`config.mk`:
```
export PLATFORM = sky130hd
export DESIGN_NAME = keyed_batch_grouper
export DESIGN_NICKNAME = d
export VERILOG_FILES = /design/src/hw/rtl/kbg_pkg.sv /design/src/hw/rtl/keyed_batch_grouper.sv /design/src/hw/rtl/kbg_ram.sv /design/src/hw/rtl/kbg_datapath.sv /design/src/hw/rtl/kbg_controller.sv
export SDC_FILE = /design/constraint.sdc
export NUM_CORES = 2
export LEC_CHECK = 0
export BUFFER_PORTS_ARGS = -buffer_cell sky130_fd_sc_hd__clkbuf_2
export CORE_MARGIN = 8
export CORE_UTILIZATION = 30
export DETAILED_ROUTE_END_ITERATION = 7
export GPL_ROUTABILITY_DRIVEN = 0
export GPL_TIMING_DRIVEN = 0
export HOLD_SLACK_MARGIN = 0.15
export SYNTH_ARGS = -nofsm -noshare
export SYNTH_HDL_FRONTEND = slang
export SYNTH_HIERARCHICAL = 1
export SYNTH_SLANG_ARGS = --single-unit
```
`constraint.sdc`:
```
create_clock -name clock -period 8.9 [get_ports clock]
set_clock_uncertainty 0.2 [all_clocks]
set_input_delay 0.89 -clock clock [delete_from_list [all_inputs] [get_ports clock]]
set_output_delay 0.89 -clock clock [all_outputs]
set_load 0.05 [all_outputs]
```
`src/hw/rtl/kbg_pkg.sv`:
```
// Shared types and codes for the keyed batch grouper.
package kbg_pkg;

   localparam logic [1:0] OP_ADD     = 2'd0;
   localparam logic [1:0] OP_TICK    = 2'd1;
   localparam logic [1:0] OP_COLLECT = 2'd2;

   localparam logic [1:0] MODE_AGE           = 2'd0;
   localparam logic [1:0] MODE_SIZE_AND_AGE  = 2'd1;
   localparam logic [1:0] MODE_SIZE          = 2'd2;
   localparam logic [1:0] MODE_SIZE_THEN_AGE = 2'd3;

   localparam logic [1:0] KIND_ACK     = 2'd0;
   localparam logic [1:0] KIND_ITEM    = 2'd1;
   localparam logic [1:0] KIND_NOTHING = 2'd2;

   localparam logic [1:0] STAT_APPENDED   = 2'd0;
   localparam logic [1:0] STAT_OPENED     = 2'd1;
   localparam logic [1:0] STAT_GROUP_FULL = 2'd2;
   localparam logic [1:0] STAT_TABLE_FULL = 2'd3;

   localparam logic [1:0] CSR_MODE      = 2'd0;
   localparam logic [1:0] CSR_THRESHOLD = 2'd1;
   localparam logic [1:0] CSR_AGE_LIMIT = 2'd2;

   localparam logic [1:0]  RESET_MODE      = MODE_SIZE;
   localparam logic [3:0]  RESET_THRESHOLD = 4'd4;
   localparam logic [15:0] RESET_AGE_LIMIT = 16'd10;

   typedef enum logic [2:0] {
      ST_IDLE,
      ST_ADD,
      ST_SCAN,
      ST_NONE,
      ST_READ,
      ST_EMIT,
      ST_COMPACT
   } state_type;

   typedef struct packed {
      logic accept;
      logic add_commit;
      logic load_none;
      logic load_item;
      logic compact;
   } ctl_cmd_type;

   typedef struct packed {
      logic [1:0] req_op;
      logic       out_free;
      logic       rel_any;
      logic       item_last;
      logic       rest_empty;
      logic       gone_any;
   } ctl_stat_type;

endpackage

```
`src/hw/rtl/keyed_batch_grouper.sv`:
```
// Sequence: an accepted add goes to an add state, which loads its acknowledge into the result
// register and returns to idle for the next item; a tick is done in idle. A collect passes a
// scan state, a read and an emit state per released item (the item memory has a registered
// read port) or a nothing state if none is found, then compaction of one group per step.
// One item is worked on at a time, and a result waiting for rsp_tready stalls the work.
// Reset is synchronous and active high; it empties the table, zeroes time and loads mode 2.
module keyed_batch_grouper import kbg_pkg::*; #(
   parameter int MAX_GROUPS      = 8,
   parameter int ITEMS_PER_GROUP = 8
) (
   input  logic        clock,
   input  logic        reset,
   // Input item: operation [1:0], group_key [33:2], item_handle [65:34], zero fill above.
   input  logic        req_tvalid,
   output logic        req_tready,
   input  logic [71:0] req_tdata,
   // Result item: add_status [1:0], out_key [33:2], out_item [65:34], group_end [66].
   output logic        rsp_tvalid,
   input  logic        rsp_tready,
   output logic [71:0] rsp_tdata,
   // Result kind: result_kind [1:0].
   output logic [1:0]  rsp_tuser,
   // High on the final result caused by one input item.
   output logic        rsp_tlast,
   // Configuration writes: index 0 mode, 1 size threshold, 2 age limit.
   input  logic        csr_we,
   input  logic [1:0]  csr_addr,
   input  logic [15:0] csr_wdata
);

   ctl_cmd_type  cmd;
   ctl_stat_type stat;
   logic [1:0]   status;
   logic [31:0]  key;
   logic [31:0]  item;
   logic         gend;

   // The controller decides the order of work; it never touches payload.
   kbg_controller u_ctrl (
      .clock     (clock),
      .reset     (reset),
      .req_tvalid(req_tvalid),
      .req_tready(req_tready),
      .stat      (stat),
      .cmd       (cmd)
   );

   // The datapath holds the group table, the item memory and the result register.
   kbg_datapath #(
      .MAX_GROUPS     (MAX_GROUPS),
      .ITEMS_PER_GROUP(ITEMS_PER_GROUP)
   ) u_dp (
      .clock     (clock),
      .reset     (reset),
      .req_op    (req_tdata[1:0]),
      .req_key   (req_tdata[33:2]),
      .req_item  (req_tdata[65:34]),
      .csr_we    (csr_we),
      .csr_addr  (csr_addr),
      .csr_wdata (csr_wdata),
      .cmd       (cmd),
      .stat      (stat),
      .rsp_tready(rsp_tready),
      .rsp_tvalid(rsp_tvalid),
      .rsp_kind  (rsp_tuser),
      .rsp_status(status),
      .rsp_key   (key),
      .rsp_item  (item),
      .rsp_gend  (gend),
      .rsp_last  (rsp_tlast)
   );

   // The upper bits of the result word are zero fill.
   assign rsp_tdata = {5'd0, gend, item, key, status};

endmodule

```
`src/hw/rtl/kbg_ram.sv`:
```
// Generic single-write, single-read RAM with registered read data.
module kbg_ram #(
   parameter int WIDTH = 32,
   parameter int DEPTH = 64
) (
   input  logic                                    clock,
   input  logic                                    wr_en,
   input  logic [(DEPTH > 1 ? $clog2(DEPTH) : 1)-1:0] wr_addr,
   input  logic [WIDTH-1:0]                        wr_data,
   input  logic [(DEPTH > 1 ? $clog2(DEPTH) : 1)-1:0] rd_addr,
   output logic [WIDTH-1:0]                        rd_data
);

   logic [WIDTH-1:0] mem_ff [DEPTH];
   logic [WIDTH-1:0] rd_data_ff;

   always_ff @(posedge clock) begin
      if (wr_en) begin
         mem_ff[wr_addr] <= wr_data;
      end
      rd_data_ff <= mem_ff[rd_addr];
   end

   assign rd_data = rd_data_ff;

endmodule

```
`src/hw/rtl/kbg_datapath.sv`:
```
// Datapath: group table, item memory, configuration and the result register.
module kbg_datapath import kbg_pkg::*; #(
   parameter int MAX_GROUPS      = 8,
   parameter int ITEMS_PER_GROUP = 8
) (
   input  logic         clock,
   input  logic         reset,
   input  logic [1:0]   req_op,
   input  logic [31:0]  req_key,
   input  logic [31:0]  req_item,
   input  logic         csr_we,
   input  logic [1:0]   csr_addr,
   input  logic [15:0]  csr_wdata,
   input  ctl_cmd_type  cmd,
   output ctl_stat_type stat,
   input  logic         rsp_tready,
   output logic         rsp_tvalid,
   output logic [1:0]   rsp_kind,
   output logic [1:0]   rsp_status,
   output logic [31:0]  rsp_key,
   output logic [31:0]  rsp_item,
   output logic         rsp_gend,
   output logic         rsp_last
);

   localparam int GW    = (MAX_GROUPS > 1) ? $clog2(MAX_GROUPS) : 1;
   localparam int NW    = $clog2(MAX_GROUPS + 1);
   localparam int CW    = $clog2(ITEMS_PER_GROUP + 1);
   localparam int IW    = (ITEMS_PER_GROUP > 1) ? $clog2(ITEMS_PER_GROUP) : 1;
   localparam int DEPTH = MAX_GROUPS * ITEMS_PER_GROUP;
   localparam int AW    = (DEPTH > 1) ? $clog2(DEPTH) : 1;

   logic [1:0]            mode_ff;
   logic [3:0]            thr_ff;
   logic [15:0]           age_ff;
   logic [31:0]           tick_ff;
   logic [NW-1:0]         in_use_ff;
   logic [31:0]           key_ff  [MAX_GROUPS];
   logic [31:0]           open_ff [MAX_GROUPS];
   logic [CW-1:0]         cnt_ff  [MAX_GROUPS];
   logic [GW-1:0]         row_ff  [MAX_GROUPS];
   logic [MAX_GROUPS-1:0] gone_ff;
   logic [MAX_GROUPS-1:0] rem1_ff;
   logic [MAX_GROUPS-1:0] rem2_ff;
   logic [IW-1:0]         idx_ff;
   logic [31:0]           lat_key_ff;
   logic [31:0]           lat_item_ff;
   logic                  ov_ff;
   logic [1:0]            okind_ff;
   logic [1:0]            ostat_ff;
   logic [31:0]           okey_ff;
   logic [31:0]           oitem_ff;
   logic                  ogend_ff;
   logic                  olast_ff;

   logic [MAX_GROUPS-1:0] live;
   logic [MAX_GROUPS-1:0] size_ok;
   logic [MAX_GROUPS-1:0] age_ok;
   logic [MAX_GROUPS-1:0] rel1;
   logic [MAX_GROUPS-1:0] rel2;
   logic [MAX_GROUPS-1:0] used_rows;
   logic [MAX_GROUPS-1:0] sel;
   logic [MAX_GROUPS-1:0] cur_oh;
   logic                  found;
   logic [GW-1:0]         mg;
   logic [GW-1:0]         free_row;
   logic [GW-1:0]         cur;
   logic [GW-1:0]         cj;
   logic                  grp_full;
   logic                  tbl_full;
   logic [1:0]            add_stat;
   logic                  item_last;
   logic                  out_free;
   logic                  wr_en;
   logic [GW-1:0]         wr_row;
   logic [CW-1:0]         wr_idx;
   logic [AW-1:0]         wr_addr;
   logic [AW-1:0]         rd_addr;
   logic [31:0]           rd_data;

   always_comb begin
      found    = 1'b0;
      mg       = '0;
      free_row = '0;
      cur      = '0;
      cj       = '0;
      used_rows = '0;
      rel1     = '0;
      rel2     = '0;
      for (int g = 0; g < MAX_GROUPS; g++) begin
         live[g]    = (NW'(g) < in_use_ff);
         size_ok[g] = ({{(8-CW){1'b0}}, cnt_ff[g]} >= {4'd0, thr_ff});
         age_ok[g]  = ((tick_ff - open_ff[g]) >= {16'd0, age_ff});
         if (live[g]) begin
            used_rows[row_ff[g]] = 1'b1;
         end
      end
      for (int g = MAX_GROUPS - 1; g >= 0; g--) begin
         if (live[g] && key_ff[g] == lat_key_ff) begin
            found = 1'b1;
            mg    = GW'(g);
         end
         if (!used_rows[g]) begin
            free_row = GW'(g);
         end
         if (gone_ff[g]) begin
            cj = GW'(g);
         end
      end
      unique case (mode_ff)
         MODE_AGE:          rel1 = age_ok & live;
         MODE_SIZE_AND_AGE: rel1 = size_ok & age_ok & live;
         MODE_SIZE:         rel1 = size_ok & live;
         MODE_SIZE_THEN_AGE: begin
            rel1 = size_ok & live;
            rel2 = age_ok & ~size_ok & live;
         end
         default:           rel1 = '0;
      endcase
      sel = (rem1_ff != '0) ? rem1_ff : rem2_ff;
      for (int g = MAX_GROUPS - 1; g >= 0; g--) begin
         if (sel[g]) begin
            cur = GW'(g);
         end
      end
      cur_oh = '0;
      cur_oh[cur] = 1'b1;
   end

   assign grp_full  = found && (cnt_ff[mg] == CW'(ITEMS_PER_GROUP));
   assign tbl_full  = !found && (in_use_ff == NW'(MAX_GROUPS));
   assign add_stat  = found ? (grp_full ? STAT_GROUP_FULL : STAT_APPENDED)
                            : (tbl_full ? STAT_TABLE_FULL : STAT_OPENED);
   assign item_last = ((CW'(idx_ff) + CW'(1)) == cnt_ff[cur]);
   assign out_free  = !ov_ff || rsp_tready;

   assign wr_en   = cmd.add_commit && !grp_full && !tbl_full;
   assign wr_row  = found ? row_ff[mg] : free_row;
   assign wr_idx  = found ? cnt_ff[mg] : '0;
   assign wr_addr = AW'(wr_row) * AW'(ITEMS_PER_GROUP) + AW'(wr_idx);
   assign rd_addr = AW'(row_ff[cur]) * AW'(ITEMS_PER_GROUP) + AW'(idx_ff);

   kbg_ram #(
      .WIDTH(32),
      .DEPTH(DEPTH)
   ) u_items (
      .clock  (clock),
      .wr_en  (wr_en),
      .wr_addr(wr_addr),
      .wr_data(lat_item_ff),
      .rd_addr(rd_addr),
      .rd_data(rd_data)
   );

   always_ff @(posedge clock) begin
      if (reset) begin
         mode_ff   <= RESET_MODE;
         thr_ff    <= RESET_THRESHOLD;
         age_ff    <= RESET_AGE_LIMIT;
         tick_ff   <= '0;
         in_use_ff <= '0;
         gone_ff   <= '0;
         rem1_ff   <= '0;
         rem2_ff   <= '0;
         idx_ff    <= '0;
         ov_ff     <= 1'b0;
      end else begin
         if (csr_we) begin
            unique case (csr_addr)
               CSR_MODE:      mode_ff <= csr_wdata[1:0];
               CSR_THRESHOLD: thr_ff  <= csr_wdata[3:0];
               CSR_AGE_LIMIT: age_ff  <= csr_wdata;
               default:       ;
            endcase
         end
         // A new result loads the register; otherwise a taken result empties it.
         if (cmd.add_commit || cmd.load_none || cmd.load_item) begin
            ov_ff <= 1'b1;
         end else if (rsp_tready) begin
            ov_ff <= 1'b0;
         end
         if (cmd.accept) begin
            lat_key_ff  <= req_key;
            lat_item_ff <= req_item;
            if (req_op == OP_TICK) begin
               tick_ff <= tick_ff + 32'd1;
            end
            if (req_op == OP_COLLECT) begin
               rem1_ff <= rel1;
               rem2_ff <= rel2;
               gone_ff <= rel1 | rel2;
               idx_ff  <= '0;
            end
         end
         if (cmd.add_commit) begin
            okind_ff <= KIND_ACK;
            ostat_ff <= add_stat;
            okey_ff  <= lat_key_ff;
            oitem_ff <= lat_item_ff;
            ogend_ff <= 1'b0;
            olast_ff <= 1'b1;
            if (found && !grp_full) begin
               cnt_ff[mg] <= cnt_ff[mg] + CW'(1);
            end else if (!found && !tbl_full) begin
               key_ff[GW'(in_use_ff)]  <= lat_key_ff;
               open_ff[GW'(in_use_ff)] <= tick_ff;
               cnt_ff[GW'(in_use_ff)]  <= CW'(1);
               row_ff[GW'(in_use_ff)]  <= free_row;
               in_use_ff <= in_use_ff + NW'(1);
            end
         end
         if (cmd.load_none) begin
            okind_ff <= KIND_NOTHING;
            ostat_ff <= STAT_APPENDED;
            okey_ff  <= '0;
            oitem_ff <= '0;
            ogend_ff <= 1'b0;
            olast_ff <= 1'b1;
         end
         if (cmd.load_item) begin
            okind_ff <= KIND_ITEM;
            ostat_ff <= STAT_APPENDED;
            okey_ff  <= key_ff[cur];
            oitem_ff <= rd_data;
            ogend_ff <= item_last;
            olast_ff <= item_last && (((rem1_ff | rem2_ff) & ~cur_oh) == '0);
            if (item_last) begin
               idx_ff <= '0;
               if (rem1_ff != '0) begin
                  rem1_ff <= rem1_ff & ~cur_oh;
               end else begin
                  rem2_ff <= rem2_ff & ~cur_oh;
               end
            end else begin
               idx_ff <= idx_ff + IW'(1);
            end
         end
         if (cmd.compact) begin
            // Drop the lowest released group and slide the rest down by one.
            for (int g = 0; g < MAX_GROUPS; g++) begin
               if (g >= int'(cj)) begin
                  if (g < MAX_GROUPS - 1) begin
                     key_ff[g]  <= key_ff[g+1];
                     open_ff[g] <= open_ff[g+1];
                     cnt_ff[g]  <= cnt_ff[g+1];
                     row_ff[g]  <= row_ff[g+1];
                     gone_ff[g] <= gone_ff[g+1];
                  end else begin
                     gone_ff[g] <= 1'b0;
                  end
               end
            end
            in_use_ff <= in_use_ff - NW'(1);
         end
      end
   end

   always_comb begin
      stat.req_op     = req_op;
      stat.out_free   = out_free;
      stat.rel_any    = (rem1_ff | rem2_ff) != '0;
      stat.item_last  = item_last;
      stat.rest_empty = ((rem1_ff | rem2_ff) & ~cur_oh) == '0;
      stat.gone_any   = gone_ff != '0;
   end

   assign rsp_tvalid = ov_ff;
   assign rsp_kind   = okind_ff;
   assign rsp_status = ostat_ff;
   assign rsp_key    = okey_ff;
   assign rsp_item   = oitem_ff;
   assign rsp_gend   = ogend_ff;
   assign rsp_last   = olast_ff;

`ifndef SYNTHESIS
   a_in_use_bound: assert property (@(posedge clock) disable iff (reset)
      in_use_ff <= NW'(MAX_GROUPS))
      else $error("group count exceeds table size");
   a_commit_free: assert property (@(posedge clock) disable iff (reset)
      (cmd.add_commit || cmd.load_item || cmd.load_none) |-> out_free)
      else $error("result register overwritten");
   a_passes_disjoint: assert property (@(posedge clock) disable iff (reset)
      (rem1_ff & rem2_ff) == '0)
      else $error("group scheduled in both passes");
   a_item_pending: assert property (@(posedge clock) disable iff (reset)
      cmd.load_item |-> ((rem1_ff | rem2_ff) != '0))
      else $error("item emitted with no group pending");
`endif

endmodule

```
`src/hw/rtl/kbg_controller.sv`:
```
// Controller state machine that sequences adds, collects and compaction.
module kbg_controller import kbg_pkg::*; (
   input  logic         clock,
   input  logic         reset,
   input  logic         req_tvalid,
   output logic         req_tready,
   input  ctl_stat_type stat,
   output ctl_cmd_type  cmd
);

   state_type state_ff;
   state_type state_in;

   always_comb begin
      state_in = state_ff;
      unique case (state_ff)
         ST_IDLE: begin
            if (req_tvalid) begin
               unique case (stat.req_op)
                  OP_ADD:     state_in = ST_ADD;
                  OP_COLLECT: state_in = ST_SCAN;
                  default:    state_in = ST_IDLE;
               endcase
            end
         end
         ST_ADD: begin
            if (stat.out_free) begin
               state_in = ST_IDLE;
            end
         end
         ST_SCAN: state_in = stat.rel_any ? ST_READ : ST_NONE;
         ST_NONE: begin
            if (stat.out_free) begin
               state_in = ST_IDLE;
            end
         end
         ST_READ: state_in = ST_EMIT;
         ST_EMIT: begin
            if (stat.out_free) begin
               state_in = (stat.item_last && stat.rest_empty) ? ST_COMPACT : ST_READ;
            end
         end
         ST_COMPACT: begin
            if (!stat.gone_any) begin
               state_in = ST_IDLE;
            end
         end
         default: state_in = ST_IDLE;
      endcase
   end

   always_comb begin
      req_tready = 1'b0;
      cmd        = '0;
      unique case (state_ff)
         ST_IDLE: begin
            req_tready = 1'b1;
            cmd.accept = req_tvalid;
         end
         ST_ADD:     cmd.add_commit = stat.out_free;
         ST_NONE:    cmd.load_none  = stat.out_free;
         ST_EMIT:    cmd.load_item  = stat.out_free;
         ST_COMPACT: cmd.compact    = stat.gone_any;
         default:    ;
      endcase
   end

   always_ff @(posedge clock) begin
      if (reset) begin
         state_ff <= ST_IDLE;
      end else begin
         state_ff <= state_in;
      end
   end

`ifndef SYNTHESIS
   a_one_cmd: assert property (@(posedge clock) disable iff (reset)
      $countones(cmd) <= 1)
      else $error("more than one datapath command at once");
   a_emit_after_read: assert property (@(posedge clock) disable iff (reset)
      (state_ff == ST_EMIT) |-> ($past(state_ff) == ST_READ || $past(state_ff) == ST_EMIT))
      else $error("emit without a memory read cycle");
   a_accept_idle: assert property (@(posedge clock) disable iff (reset)
      cmd.accept |=> (state_ff != ST_EMIT && state_ff != ST_COMPACT))
      else $error("bad state after accept");
`endif

endmodule
```
Word level (Yosys, flattened, before mapping)
Memories as Yosys holds them, arrays and structs flattened. A register that Yosys moved wholly into a read port is not among the register bits.
Cells that the tools add are included.
{"block": "word_totals", "romBits": 0, "latchBits": 0, "out_inout_bits": 77, "input_bits": 95, "ff_bits": 223, "elab_cells": 391, "mem_count": 5, "ramBits": 2616}
{"name": "u_dp.u_items.mem_ff", "depth": 64, "word_bits": 32, "read_ports": 1, "rd_clocked_by_memory_dff": 1, "write_ports": 1, "line": "kbg_ram.sv:14", "text": "logic [WIDTH-1:0] mem_ff [DEPTH];"}
{"name": "u_dp.key_ff", "depth": 8, "word_bits": 32, "read_ports": 9, "rd_clocked_by_memory_dff": 0, "write_ports": 7, "line": "kbg_datapath.sv:38", "text": "logic [31:0] key_ff [MAX_GROUPS];"}
{"name": "u_dp.open_ff", "depth": 8, "word_bits": 32, "read_ports": 8, "rd_clocked_by_memory_dff": 0, "write_ports": 7, "line": "kbg_datapath.sv:39", "text": "logic [31:0] open_ff [MAX_GROUPS];"}
{"name": "u_dp.cnt_ff", "depth": 8, "word_bits": 4, "read_ports": 10, "rd_clocked_by_memory_dff": 0, "write_ports": 7, "line": "kbg_datapath.sv:40", "text": "logic [CW-1:0] cnt_ff [MAX_GROUPS];"}
{"name": "u_dp.row_ff", "depth": 8, "word_bits": 3, "read_ports": 10, "rd_clocked_by_memory_dff": 0, "write_ports": 7, "line": "kbg_datapath.sv:41", "text": "logic [GW-1:0] row_ff [MAX_GROUPS];"}
{"block": "op_classes", "div_mod_pow": 0, "n_reduce_logical": 64, "n_shift": 0, "eq_ne": 29, "muxes": 187, "n_addsub": 16, "n_bitwise": 21, "n_lt_le_gt_ge": 49, "mul": 0}
{"cell": "32-bit equality test", "count": 8}
{"cell": "32-bit by 16-bit >= comparator with 1-bit output", "count": 8}
{"cell": "32-bit 2-to-1 mux", "count": 8}
{"cell": "32-bit subtractor", "count": 8}
{"cell": "8-bit 2-to-1 mux", "count": 20}
{"cell": "3-bit 2-to-1 mux", "count": 48}
{"cell": "1-bit 2-to-1 mux", "count": 82}
{"cell": "8-bit bitwise AND", "count": 9}
{"cell": "8-bit bitwise OR", "count": 9}
{"cell": "32-bit OR reduction", "count": 2}
{"cell": "3-bit by 4-bit less-than comparator with 1-bit output (second input constant)", "count": 9}
{"cell": "32-bit by 1-bit adder with 32-bit output (second input constant)", "count": 1}
{"cell": "4-bit >= comparator", "count": 8}
{"cell": "4-bit 2-to-1 mux", "count": 7}
{"cell": "1-bit demux with 3-bit select", "count": 9}
{"cell": "3-bit by 1-bit >= comparator with 1-bit output (second input constant)", "count": 9}
{"cell": "1-bit logical AND", "count": 24}
{"cell": "8-bit one-hot mux with 3 select lines", "count": 1}
{"cell": "8-bit nonzero test", "count": 3}
{"cell": "7-bit 2-to-1 mux", "count": 3}
{"cell": "3-bit one-hot mux with 6 select lines", "count": 1}
{"cell": "3-bit by 4-bit less-than comparator with 1-bit output (first input constant)", "count": 4}
{"cell": "8-bit inverter", "count": 2}
{"cell": "2-bit AND reduction", "count": 8}
{"cell": "35 further kinds", "count": 75}

Depth between registers and ports, before layout
An unclocked memory read counts as a cell.
{"block": "depth", "depth_word": 30, "ltp_mapped": 25, "ltp_nobuf": 25}

Modules after synthesis
The synthesis kept the hierarchy.
{"mod": "kbg_ram", "instances": 1, "cells_per_inst": 3324, "seq_area_each_um2": 62139.6, "area_per_inst_um2": 78515.3}
{"mod": "kbg_datapath", "instances": 1, "cells_per_inst": 6636, "seq_area_each_um2": 22801.9, "area_per_inst_um2": 57724.1}
{"mod": "kbg_controller", "instances": 1, "cells_per_inst": 36, "seq_area_each_um2": 60.1, "area_per_inst_um2": 254.0}
{"mod": "keyed_batch_grouper", "instances": 1, "cells_per_inst": 7, "seq_area_each_um2": 0.0, "area_per_inst_um2": 48.8}

Worst setup path before layout
No wires, ideal clock.
{"block": "synth_timing", "path_kind": "reg2reg", "startpoint": "register u_dp.in_use_ff[0]", "endpoint": "memory u_dp.key_ff[2][0], enable pin", "stages_incl_launch_ff": 14, "arrival_ns": 7.393, "n_path_buf": 2, "setup_slack_ns": 0.716, "synth_period_minus_slack_ns": 8.184, "setup_ns": 0.591, "t_required_ns": 8.109, "cell_sequence": "dfxtp_1 -> clkbuf_1 -> inv_1 -> ha_1 -> nand2_1 -> nand4_1 -> or4_1 -> clkbuf_1 -> nand2_1 -> nor3_1 -> nor3b_1 -> and2_0 -> nand2_1 -> o31ai_1"}
{"element": "start, declared", "line": "kbg_datapath.sv:37", "text": "logic [NW-1:0] in_use_ff;"}
{"element": "start signal, assigned", "line": "kbg_datapath.sv:209", "text": "in_use_ff <= in_use_ff + NW'(1);"}
{"element": "start signal, assigned", "line": "kbg_datapath.sv:253", "text": "in_use_ff <= in_use_ff - NW'(1);"}
{"element": "end, declared", "line": "kbg_datapath.sv:38"}

Worst setup path after layout
{"block": "layout_timing", "startpoint": "register u_dp.lat_key_ff[25]", "endpoint": "memory u_dp.u_items.mem_ff[38][1], enable pin"}
{"block": "layout_between", "elab_chain_len": 18, "elab_cells_between_ends": 47, "cone_classes": "add/sub: 1; eq/ne: 9; mux: 20; reduce/logical: 15; memory: 2"}
{"element": "start, declared", "line": "kbg_datapath.sv:46", "text": "logic [31:0] lat_key_ff;"}
{"element": "start signal, assigned", "line": "kbg_datapath.sv:183", "text": "lat_key_ff <= req_key;"}
{"element": "32-bit equality test", "line": "kbg_datapath.sv:99", "text": "if (live[g] && key_ff[g] == lat_key_ff) begin"}
{"element": "1-bit logical AND", "line": "kbg_datapath.sv:99"}
{"element": "3-bit 2-to-1 mux (8 in series)", "line": "kbg_datapath.sv:99"}
{"element": "memory read 8 x 4 bit"}
{"element": "4-bit equality test", "line": "kbg_datapath.sv:130", "text": "assign grp_full = found && (cnt_ff[mg] == CW'(ITEMS_PER_GROUP));"}
{"element": "1-bit logical AND", "line": "kbg_datapath.sv:130"}
{"element": "1-bit logical NOT", "line": "kbg_datapath.sv:137", "text": "assign wr_en = cmd.add_commit && !grp_full && !tbl_full;"}
{"element": "1-bit logical AND", "line": "kbg_datapath.sv:137"}
{"element": "1-bit logical AND (*)", "line": "kbg_datapath.sv:137"}
{"element": "net u_dp.wr_en", "line": "kbg_datapath.sv:74", "text": "logic wr_en;"}
{"element": "1-bit 2-to-1 mux (*)", "line": "kbg_ram.sv:18", "text": "if (wr_en) begin"}
{"element": "1-bit 2-to-1 mux (not written as such) (*)", "line": "kbg_ram.sv:19", "text": "mem_ff[wr_addr] <= wr_data;"}
{"element": "end, declared", "line": "kbg_ram.sv:14"}
The timed path passes the listed nets; every way through them passes the cells marked *.

==> impl_metrics.py <==
metrics = {
    "outcome": {
        "status": "finished with violations",
        "violations": "capacitance limit, slew limit",
    },
    "yosys": {
        "synth_top_area_share_pct": 60.5,
        "synth.largest_area_cell": "edfxtp_1",
        "synth_most_common_cell": "edfxtp_1",
        "yosys-top-cells-area": "edfxtp_1 (60%), mux4_2 (9.0%), nand2_1 (4.2%), ha_1 (3.8%), dfxtp_1 (1.8%)",
        "yosys-top-cells-count": "edfxtp_1 (2,750), nand2_1 (1,511), mux4_2 (544), a21oi_1 (458), nor2_1 (456)",
        "synth_ff_type": "edfxtp_1",
        "postSynthCellCount": 10000,
        "syn_area_per_cell_um2": 13.7,
        "synth_warnings": 6,
        "synth-seq-cells": 2871,
        "async_reset_ff_share_pct": 0,
        "synth_edf_count": 2750,
        "synth_cell_types": 112,
        "synth-seq-area-share_pct": 62.3,
        "syn_area_um2": 137000,
    },
    "floorplan": {
        "die_x_um": 691,
        "ios": 172,
        "core_um2": 453000,
        "die_height_um": 691,
        "dieArea_um2": 477000,
        "initial_utilization_pct": 30.1,
        "rows": 247,
    },
    "routing": {
        "first_pass_iters": 8,
        "wirelength_um": 497000,
        "viasPerCell": 5.62,
        "ant_nets": 0,
        "drt_iter0_markers": 14100,
        "routedWlPerCell_um": 29.2,
        "vias": 95500,
        "drc_errors": 0,
    },
    "critical_path": {
        "crit_required_ns": 9.29,
        "critPathLaunch": "u_dp/lat_key_ff[25]",
        "cp_max_fo": 19,
        "endpoint_kind": "flip-flop",
        "r2r_end": "u_dp/u_items/mem_ff[38][1]",
        "r2r-start": "u_dp/lat_key_ff[25]",
        "critical_path_arrival_ns": 9.21,
        "reg2reg_depth": 22,
        "endpoint": "u_dp/u_items/mem_ff[38][1]",
        "path_class": "flip-flop to flip-flop",
        "startpoint_type": "flip-flop",
        "rrSetupSlack_ns": 0.08,
    },
    "clocking": {
        "cts_sinks": 2871,
        "cts_tree": "yes",
        "cts_buffers": 311,
        "clock_path_buffers": 4,
        "root_buffer": "clkbuf_16",
        "clkLatencyLatePin_ns": 0.96,
        "clkSlewWorstSetupHoldPaths_ns": 0.06,
        "cts_max_level": 5,
    },
    "power": {
        "leakagePower_nw": 54.9,
        "peakVddDrop_mv": 0.150,
        "power.density_nw_per_um2": 176,
    },
    "placement": {
        "placed_area_um2": 150000,
        "portBuffers": 160,
        "place_inst": 16300,
        "dpl.hpwl_um": 351000,
    },
    "cells_and_area": {
        "fin_nets": 11300,
        "utilization_pct": 35.4,
        "final-seq-area_um2": 85000,
        "drive_gt1_share_pct": 14.9,
        "fillCellCount": 43500,
        "fin_area_um2": 160000,
        "synthToLayoutAreaGrowth_pct": 17.3,
        "multi_input_area_um2": 48300,
        "post_layout_nonfiller_instances": 17000,
    },
    "timing": {
        "slew_viol_final": 16,
        "fin_crit_sh_pct": 99.1,
        "maxSlewHeadroom_pct": -5.28,
        "rsz0062_at_grt": "no",
        "fmax_mhz": 113,
        "finalHoldViolCount": 0,
        "setup_viol": 0,
        "whs_ns": 0.227,
        "tightest_slew_ns": 1.56,
        "post-route-min-period_ns": 8.82,
    },
    "grt": {
        "gr-total-overflow": 0,
        "antenna_found_initial": 26,
        "grt_pass1_vias": 89800,
        "grt_pass1_wl_um": 686000,
        "grt_usage_pct": 19.8,
        "grt_max_degree": 36,
    },
    "worst_hold_path": {
        "hold_path_class": "flip-flop to flip-flop",
    },
    "run": {
        "maxCapViolations": 3,
    },
}
[worst max-delay path, stage by stage (launching register included)]
cell	delay [ns]
edfxtp_1	0.42
buf_2	0.22
xor2_1	0.28
nor4_1	0.96
nand4_1	0.30
or4_1	0.59
clkbuf_1	0.18
nand2_1	0.29
or4_1	0.17
buf_2	0.22
buf_4	0.26
mux2i_1	0.10
a22o_1	0.20
nor2_1	0.21
inv_1	0.18
ha_1	0.21
nor4b_2	0.19
a21oi_1	0.48
and2_1	0.49
nor2b_1	0.38
nand3_1	0.67
nor2_4	0.93
buf_12	0.32
[how the worst min path moves through the flow]
stage / from / slack [ns] / cells past startpoint / end
after CTS: csr_addr[0] / 0.22 / 3 / u_dp/mode_ff[1]
after detailed placement: u_dp/tick_ff[31] / 0.21 / 0 / u_dp/open_ff[7][31]
final: u_dp/tick_ff[31] / 0.23 / 0 / u_dp/open_ff[7][31]
after floorplan: u_dp/tick_ff[31] / 0.21 / 0 / u_dp/open_ff[7][31]
after global routing: u_dp/tick_ff[31] / 0.24 / 0 / u_dp/open_ff[7][31]
after global placement: u_dp/tick_ff[31] / 0.21 / 0 / u_dp/open_ff[7][31]
[layout make-up]
cell class | instances | share of cell area [%]
multi-input cells | 6208 | 30.2
flip-flops and latches | 2871 | 53.1
plain buffers | 566 | 1.54
well taps | 5976 | 4.67
clock inverters | 165 | 0.812
clock buffers | 400 | 5.22
repair buffers | 446 | 3.66
inverters | 362 | 0.848
diodes | 9 | 0.0141
[timing repair]
item / 4_1_cts / 5_1_grt
buffers inserted: 0 / 10
resized for setup: 0 / 1
setup endpoints to repair: 0 / 70
hold buffers: 82 / 0
hold endpoints to repair: 88 / 0
[through the flow]
stage | setup slack, ns | setup TNS [ns] | power [mW]
6_report | 0.0794 | 0 | 28.2
5_1_grt | 0.0216 | 0 | 28.9
4_1_cts | 0.305 | 0 | 28.3
3_5_place_dp | 0.294 | 0 | 15.9
3_3_place_gp | -7.16 | -6146.40 | 15.8
2_1_floorplan | 0.716 | 0 | 15.5
[cells by family after synthesis]
logic type               count (synthesis)  share of synthesized area (%)
AO/OA/AOI/OAI                         1788                           8.46
other                                    1                        0.00275
XOR/XNOR                               459                           2.97
AND/OR/NAND/NOR                       2813                           9.32
flip-flops                            2871                           62.3
adder cells (fa/ha/maj)                426                           3.95
buffers and inverters                  928                           2.79
multiplexers                           717                           10.3
[sequential cells by signal, summed over array words and instances (netlist names), 4 cells and up]
| signal | count |
|---|---|
| u_dp/rem1_ff | 8 |
| u_dp/u_items/mem_ff | 2048 |
| u_dp/cnt_ff | 32 |
| u_dp/rsp_key | 32 |
| u_dp/row_ff | 24 |
| u_dp/tick_ff | 32 |
| u_dp/rem2_ff | 8 |
| u_dp/u_items/rd_data | 32 |
| u_dp/in_use_ff | 4 |
| u_dp/open_ff | 256 |
| u_dp/thr_ff | 4 |
| u_dp/lat_key_ff | 32 |
| u_dp/key_ff | 256 |
| u_dp/age_ff | 16 |
| u_dp/rsp_item | 32 |
| u_dp/gone_ff | 8 |
| u_dp/lat_item_ff | 32 |
[placed cells by master (no fill, tap or decap), types with 318 or more instances in the layout]
master and instances:
ha_1 418, inv_1 359, clkbuf_1 428, clkbuf_16 318
nand2_1 1511, o21ai_0 416, nor2_1 392, edfxtp_1 2750
mux4_2 544, a21oi_1 457
[per-layer routing]
metal  routed length (um)  vias to the layer above  GRT usage [%]
met5                  172                        -              0
met1               190000                    48100           26.3
met4                28300                       22           9.10
met3                61700                     1262           5.23
li1                     -                    39700              -
met2               216000                     6420           30.2
[power breakdown]
group          internal (mW)  switching (mW)
sequential              14.8          0.0655
combinational          0.261           0.551
clock                   7.07            5.47
Note: power is estimated with default switching activity, not from simulation.
